`src/dsm_pkg.sv`:
```
`default_nettype none

package dsm_pkg;

	localparam int STATE_W  = 6;
	localparam int LETTER_W = 8;

	// result queue: holds every end-of-string result that may be in flight
	localparam int RQ_DEPTH = 4;
	localparam int RQ_AW    = 2;
	localparam int RQ_CW    = 3;

	typedef enum logic [1:0] {
		OP_WR_TRANS = 2'd0,
		OP_WR_MARK  = 2'd1,
		OP_FEED     = 2'd2,
		OP_END      = 2'd3
	} op_t;

	typedef struct packed {
		logic               present;
		logic [STATE_W-1:0] next;
	} trans_entry_t;

	typedef struct packed {
		logic matched;
		logic hit_missing;
	} result_t;

endpackage

`default_nettype wire

```
`src/dsm_result_queue.sv`:
```
`default_nettype none

module dsm_result_queue
	import dsm_pkg::*;
(
	input  wire logic    clk,
	input  wire logic    arst_n,
	input  wire logic    push,
	input  wire result_t push_data,
	input  wire logic    pop,
	output logic         out_valid,
	output result_t      out_data
);

	result_t          buf_q [RQ_DEPTH];
	logic [RQ_AW-1:0] wr_ptr_q;
	logic [RQ_AW-1:0] rd_ptr_q;
	logic [RQ_CW-1:0] cnt_q;
	logic             do_pop;

	assign out_valid = (cnt_q != '0);
	assign out_data  = buf_q[rd_ptr_q];
	assign do_pop    = pop && out_valid;

	always_ff @(posedge clk) begin
		if (push) begin
			buf_q[wr_ptr_q] <= push_data;
		end
	end

	// no overflow check: upstream credit keeps occupancy within depth
	always_ff @(posedge clk or negedge arst_n) begin
		if (!arst_n) begin
			wr_ptr_q <= '0;
			rd_ptr_q <= '0;
			cnt_q    <= '0;
		end else begin
			if (push) begin
				wr_ptr_q <= wr_ptr_q + RQ_AW'(1);
			end
			if (do_pop) begin
				rd_ptr_q <= rd_ptr_q + RQ_AW'(1);
			end
			case ({push, do_pop})
				2'b10:   cnt_q <= cnt_q + RQ_CW'(1);
				2'b01:   cnt_q <= cnt_q - RQ_CW'(1);
				default: cnt_q <= cnt_q;
			endcase
		end
	end

endmodule

`default_nettype wire

```
`config.mk`:
```
export PLATFORM = sky130hd
export DESIGN_NAME = dsm_result_queue
export DESIGN_NICKNAME = d
export VERILOG_FILES = /design/src/dsm_pkg.sv /design/src/dsm_result_queue.sv
export SDC_FILE = /design/constraint.sdc
export NUM_CORES = 1
export LEC_CHECK = 0
export ABC_AREA = 1
export BUFFER_PORTS_ARGS = -buffer_cell sky130_fd_sc_hd__buf_2
export CORE_UTILIZATION = 41
export CTS_CLUSTER_DIAMETER = 100
export DETAILED_ROUTE_END_ITERATION = 16
export GPL_ROUTABILITY_DRIVEN = 0
export PLACE_DENSITY = 0.67
export SYNTH_ARGS = -nofsm -noshare
export SYNTH_HDL_FRONTEND = slang
export SYNTH_SLANG_ARGS = --single-unit
export TNS_END_PERCENT = 20
```
`constraint.sdc`:
```
create_clock -name clk -period 1.9 [get_ports clk]
set_input_delay 0.38 -clock clk [delete_from_list [all_inputs] [get_ports clk]]
set_output_delay 0.38 -clock clk [all_outputs]
set_load 0.005 [all_outputs]
```
==> flow_summary.ini, run 1 <==
[finish]
diodes = 0
fill_cells = 176
layout_commonest_cell = nand2_1
drive_above_1_share = 0.198
area_growth_pct = 13.5
final_cell_mix = nand2_1, inv_1, edfxtp_1, buf_2, dfrtp_1
stdcell_count = 116
final_nets = 104

[power]
pwr-share-comb = 0.405
total_power_mw = 1.19
power.share.clock = 0.150
peakVddDrop_v = 0.000534
swShare = 0.388
p_int_mw = 0.730
cellPowerDensity_mw_per_mm2 = 1370
switching_power_mw = 0.462
p_seq_frac = 0.445
leakage_nw = 0.456

[grt]
grt-ovfl-total = 0
antenna_found_initial = 0
grt_max_degree = 11
grt.total_usage = 0.129
grt_pass1_vias = 457
grt_first_pass_wirelength_um = 1800

[clock_tree]
clk_latency_ns = 0.28
ctsHtreeMaxLevel = 1
ctsRootBufferMaster = clkbuf_4
clk_pin_slew_worst_paths_ns = 0.09
numCtsBuffers = 3
cts.repair.resized = 0
cts.sinks = 15
tritoncts = yes
clockBufferDepth = 2

[worst_setup_path]
regToRegStartpoint = cnt_q[0]
critPathMostFrequentCell = inv_1
worstPathMaxFanout = 4
critPathLaunchType = flip-flop
critPathArrivalTime_ns = 1.86
slowest_delay_ns = 0.41
critPathRequiredTime_ns = 2.11
reg2reg_to = cnt_q[1]
ff2ff_setup_slack_ns = 0.25
cp-end-kind = flip-flop
crit_chain = inv_2, nand3_4, nand2_2, inv_1, ha_1, inv_1, fa_1, o21ai_0
path_class = reg2reg
crit_slowest_cell = dfrtp_1
reg2reg_depth = 8

[sta]
finalCritPeriodShare = 0.870
skew_ns = 0.0109
max_freq_mhz = 605
final.min_clock_period_ns = 1.65
setup_viol = 0
rsz0062_at_grt = no
setup-tns-final_ns = 0
tightestPinTransition_ns = 0.153
hold_viol_final = 0
slew_headroom = 0.897
final_max_slew_viol_count = 0

[detailed_routing]
antenna_left = 0
drc = 0
first_iter_violations = 7
wl_per_cell_um = 9.32
wl_um = 1080
first_pass_iters = 4
viasPerCell = 4.42
vias = 513

[hold_path]
min_from = push_data[0]
hold_path_end = buf_q[0][0]
holdPathStages = 1
hold_class = in2reg

[status]
status = complete, no violations

[logic_synthesis]
avgSynthCellArea_um2 = 9.71
syn_inst = 79
ys_types = 16
synthesis.area_um2 = 767
ys_ff_latch = 15
yosysSeqAreaShare = 0.542
synth_fp_nets = 91
yosys_warnings = 0

[floorplanning]
fp.dieH_um = 45.3
rows = 15
die-area_mm2 = 0.00205
die_x_um = 45.3
coreArea_mm2 = 0.00175
start_util = 0.439
ios = 9

[placement]
hpwl_um = 871
port_buffers = 8
placed_cells = 111

[job]
maxCapViolCount = 0
## cell type report
type | count | area [µm²] | share of cell area
clock inverters | 1 | 5.00 | 0.00575
repair buffers | 9 | 50.0 | 0.0575
inverters | 20 | 75.1 | 0.0862
well taps | 25 | 31.3 | 0.0359
flip-flops and latches | 15 | 415 | 0.477
clock buffers | 3 | 22.5 | 0.0259
multi-input cells | 43 | 272 | 0.312
## cells in the mapped netlist
master,n,area [µm²]
nand2_1,23,86.3
inv_1,16,60.1
edfxtp_1,8,240
dfrtp_1,7,175
ha_1,5,62.6
inv_2,4,15.0
o211ai_1,4,30.0
nand3_1,3,15.0
o21ai_0,2,10.0
buf_2,1,5.00
fa_1,1,20.0
nand2_2,1,6.26
nand3_4,1,17.5
nand4_1,1,6.26
xnor2_1,1,8.76
xor2_1,1,8.76
## sequential cells by signal, summed over array words and instances, names as in the netlist
signal    flops
buf_q         8
cnt_q         3
rd_ptr_q      2
wr_ptr_q      2
## cell families after synthesis
family                   share of synthesized area
buffers and inverters                        0.104
AND/OR/NAND/NOR                              0.171
XOR/XNOR                                    0.0228
AO/OA/AOI/OAI                               0.0522
adder cells (fa/ha/maj)                      0.108
flip-flops                                   0.542
## through the flow
stage / worst slack (ns) / hold WS, ns / util / cell area [µm²]
detailed placement: 0.268 / 0.221 / 0.477 / 833
global route: 0.0781 / 0.311 / 0.499 / 871
finish: 0.247 / 0.318 / 0.499 / 871
floorplan: 0.376 / 0.0844 / - / 767
CTS: 0.251 / 0.300 / 0.499 / 871
global placement: 0.304 / 0.220 / 0.477 / 833
## power by group through the flow
stage               combinational, mW  sequential [mW]  clock, mW
floorplan                       0.370            0.522          0
global placement                0.464            0.536          0
detailed placement              0.485            0.540          0
CTS                             0.488            0.532      0.184
global route                    0.571            0.546      0.188
finish                          0.482            0.530      0.179
## worst max-delay path by stage
stage               startpoint       end  slack (ns)  cells past startpoint
finish                cnt_q[0]  cnt_q[1]        0.25                      8
global route          cnt_q[1]  cnt_q[2]        0.08                     11
floorplan             cnt_q[0]  cnt_q[1]        0.38                      8
detailed placement    cnt_q[1]  cnt_q[2]        0.27                     11
global placement      cnt_q[0]  cnt_q[1]        0.30                      8
CTS                   cnt_q[1]  cnt_q[2]        0.25                     11
## layer usage
layer / GRT usage / up-vias / part of all wire
met1: 0.153 / 235 / 0.46
li1: - / 269 / -
met3: 0.0240 / 2 / 0.029
met5: 0 / - / 0
met4: 0.0909 / 0 / 0.0083
met2: 0.209 / 7 / 0.50
## timing repair
action,in CTS,in global routing
setup endpoints to repair,0,0
hold buffers,1,0
hold endpoints to repair,7,0
setup buffers,0,0
## critical path: cells and delay by family, from the launching register on
family,cells,cell delay [ns]
buf+inv,3,0.23
flops,1,0.41
compound gates,1,0.17
simple gates,2,0.17
fa+ha+maj,2,0.59
(Power assumes the default switching activity.)
==> inputs of run 2 (changes only) <==
--- a/config.mk
+++ b/config.mk
@@ -12,6 +12,7 @@
 export DETAILED_ROUTE_END_ITERATION = 16
 export GPL_ROUTABILITY_DRIVEN = 0
 export PLACE_DENSITY = 0.67
+export SETUP_SLACK_MARGIN = 0.3
 export SYNTH_ARGS = -nofsm -noshare
 export SYNTH_HDL_FRONTEND = slang
 export SYNTH_SLANG_ARGS = --single-unit
==> run 2 against run 1 <==
  * Final area increased by 7.5%
  * Final cell count grew 4.3%
  * Count of clock-buffer cells in the layout unchanged
  * Global-route usage grew 0.17 points
  * Maximum frequency grew 5.3%
  * Clock power about the same
  * Non-clock buffer count increased by 5
  * Flip-flop and latch count stayed put
  * First-iteration DRC count unchanged
  * Critical path depth is 3 lower
  * Core utilization grew 3.7 points
  * Critical path type is now reg2out
  * Critical endpoint is now out_data[1]
  * Largest power group is now combinational cells
==> flow_summary.ini, run 2 (synthesized netlist as in run 1, its figures left out) <==
[floorplanning]
rows = 15
coreArea_mm2 = 0.00175
ios = 9
fp.dieH_um = 45.3
die-area_mm2 = 0.00205
die_x_um = 45.3
start_util = 0.439

[clock_tree]
clockBufferDepth = 2
tritoncts = yes
clk_latency_ns = 0.29
ctsHtreeMaxLevel = 1
ctsRootBufferMaster = clkbuf_4
clk_pin_slew_worst_paths_ns = 0.10
numCtsBuffers = 3
cts.sinks = 15

[sta]
skew_ns = 0.0140
hold_viol_final = 0
final.min_clock_period_ns = 1.57
rsz0062_at_grt = yes
setup_viol = 0
finalCritPeriodShare = 0.826
slew_headroom = 0.896
final_max_slew_viol_count = 0
max_freq_mhz = 637
setup-tns-final_ns = 0
tightestPinTransition_ns = 0.155

[grt]
use_met3 = 0.0240
grt_max_degree = 11
met2_usage = 0.217
use_met1 = 0.151
grt_pass1_vias = 470
busiest_layer = met2
grt-ovfl-total = 0
grt.total_usage = 0.131
antenna_found_initial = 0
grt_first_pass_wirelength_um = 1830

[finish]
area_growth_pct = 22.0
largest-register = buf_q
diodes = 0
layout_commonest_cell = nand2_1
largest_register_ffs = 8
final_cell_mix = nand2_1, inv_1, edfxtp_1, buf_2, dfrtp_1
drive_above_1_share = 0.313
final_nets = 109
final_area_um2 = 936
largestRegisters = buf_q: 8 flops, cnt_q: 3 flops
fill_cells = 170

[detailed_routing]
drc = 0
first_pass_iters = 4
vias = 542
viasPerCell = 4.48
wl_um = 1150
antenna_left = 0
wl_per_cell_um = 9.48
first_iter_violations = 7

[power]
peakVddDrop_v = 0.000621
leakage_nw = 0.478
cellPowerDensity_mw_per_mm2 = 1400

[worst_setup_path]
critPathTopFamily = flip-flops
critPathLaunchType = flip-flop
crit_slowest_cell = dfrtp_1
slowest_delay_ns = 0.42
critPathArrivalTime_ns = 1.19
critPathBufInv = 2
path_class = reg2out
crit_chain = inv_2, nand2_1, o211ai_1, nand2_1, buf_2
worstPathMaxFanout = 10
cp-end-kind = primary output
critPathMostFrequentCell = nand2_1
critPathRequiredTime_ns = 1.52

[placement]
port_buffers = 8
hpwl_um = 871
placed_area_um2 = 833

[status]
status = complete, no violations

[job]
maxCapViolCount = 0

[hold_path]
hold_class = in2reg
[run 2: cell count changes in the layout (fill, tap and decap cells not counted)]
| cell | change |
|---|---|
| nand2_1 | -2 |
| o21ai_0 | -1 |
| nand2_2 | +1 |
| inv_1 | -3 |
| inv_2 | +2 |
| nand2_4 | +1 |
| fa_1 | -1 |
| o21ai_1 | +1 |
| ha_4 | +1 |
| buf_4 | +5 |
| ha_1 | -1 |
| fa_2 | +1 |
| inv_4 | +1 |
[run 2: worst paths after layout]
kind | from | cells past startpoint | end | slack (ns)
max | rd_ptr_q[0] | 5 | out_data[1] | 0.33
max in group asynchronous | arst_n | 2 | cnt_q[2] | 1.31
min in group asynchronous | arst_n | 2 | rd_ptr_q[0] | 0.44
min reg2reg | cnt_q[2] | 2 | cnt_q[2] | 0.50
min | push_data[0] | 1 | buf_q[0][0] | 0.31
max reg2reg | cnt_q[0] | 11 | cnt_q[2] | 0.33
[run 2: final cells by class]
type | instances | area (µm²) | area share
Clock buffer | 3 | 22.5 | 0.0241
Clock inverter | 1 | 5.00 | 0.00535
Inverter | 20 | 77.6 | 0.0829
Multi-Input combinational cell | 43 | 297 | 0.317
Sequential cell | 15 | 415 | 0.444
Tap cell | 25 | 31.3 | 0.0334
Timing Repair Buffer | 14 | 87.6 | 0.0936
[run 2: timing repair]
item,in CTS,in global routing
pin swaps,0,5
hold endpoints to repair,7,0
endpoints found under the setup margin,2,4
buffers inserted,2,3
hold buffers,1,0
gates resized for setup,3,8
[run 2: where the power goes]
group          total (mW)  switching (mW)  leakage, nW  internal [mW]
Combinational       0.603           0.324        0.303          0.279
Sequential          0.531          0.0758        0.158          0.455
Clock               0.179           0.101       0.0177         0.0781
Total                1.31           0.501        0.478          0.813
[run 2: through the flow]
step,setup WS (ns),util,hold slack (ns),power (mW),instances
floorplan,0.376,-,0.0844,0.893,79
global placement,0.304,0.477,0.220,1.00,111
detailed placement,0.268,0.477,0.221,1.02,111
global route,0.219,0.536,0.311,1.43,121
CTS,0.305,0.509,0.300,1.25,118
finish,0.330,0.536,0.313,1.31,121
[run 2: metal layers]
layer | vias to the layer above | part of all wire
li1 | 280 | -
met1 | 249 | 0.44
met2 | 11 | 0.52
met3 | 2 | 0.037
met4 | 0 | 0.0078
met5 | - | 0
[run 2: worst reg2reg max path: stages (launching register included)]
cell and delay [ns]:
dfrtp_1 0.39, inv_2 0.06, nand3_4 0.09, nand2_4 0.07, inv_4 0.06, ha_4 0.13, inv_2 0.05, fa_2 0.38
nand2_2 0.08, nand3_1 0.07, nand2_1 0.06, nand2_1 0.04
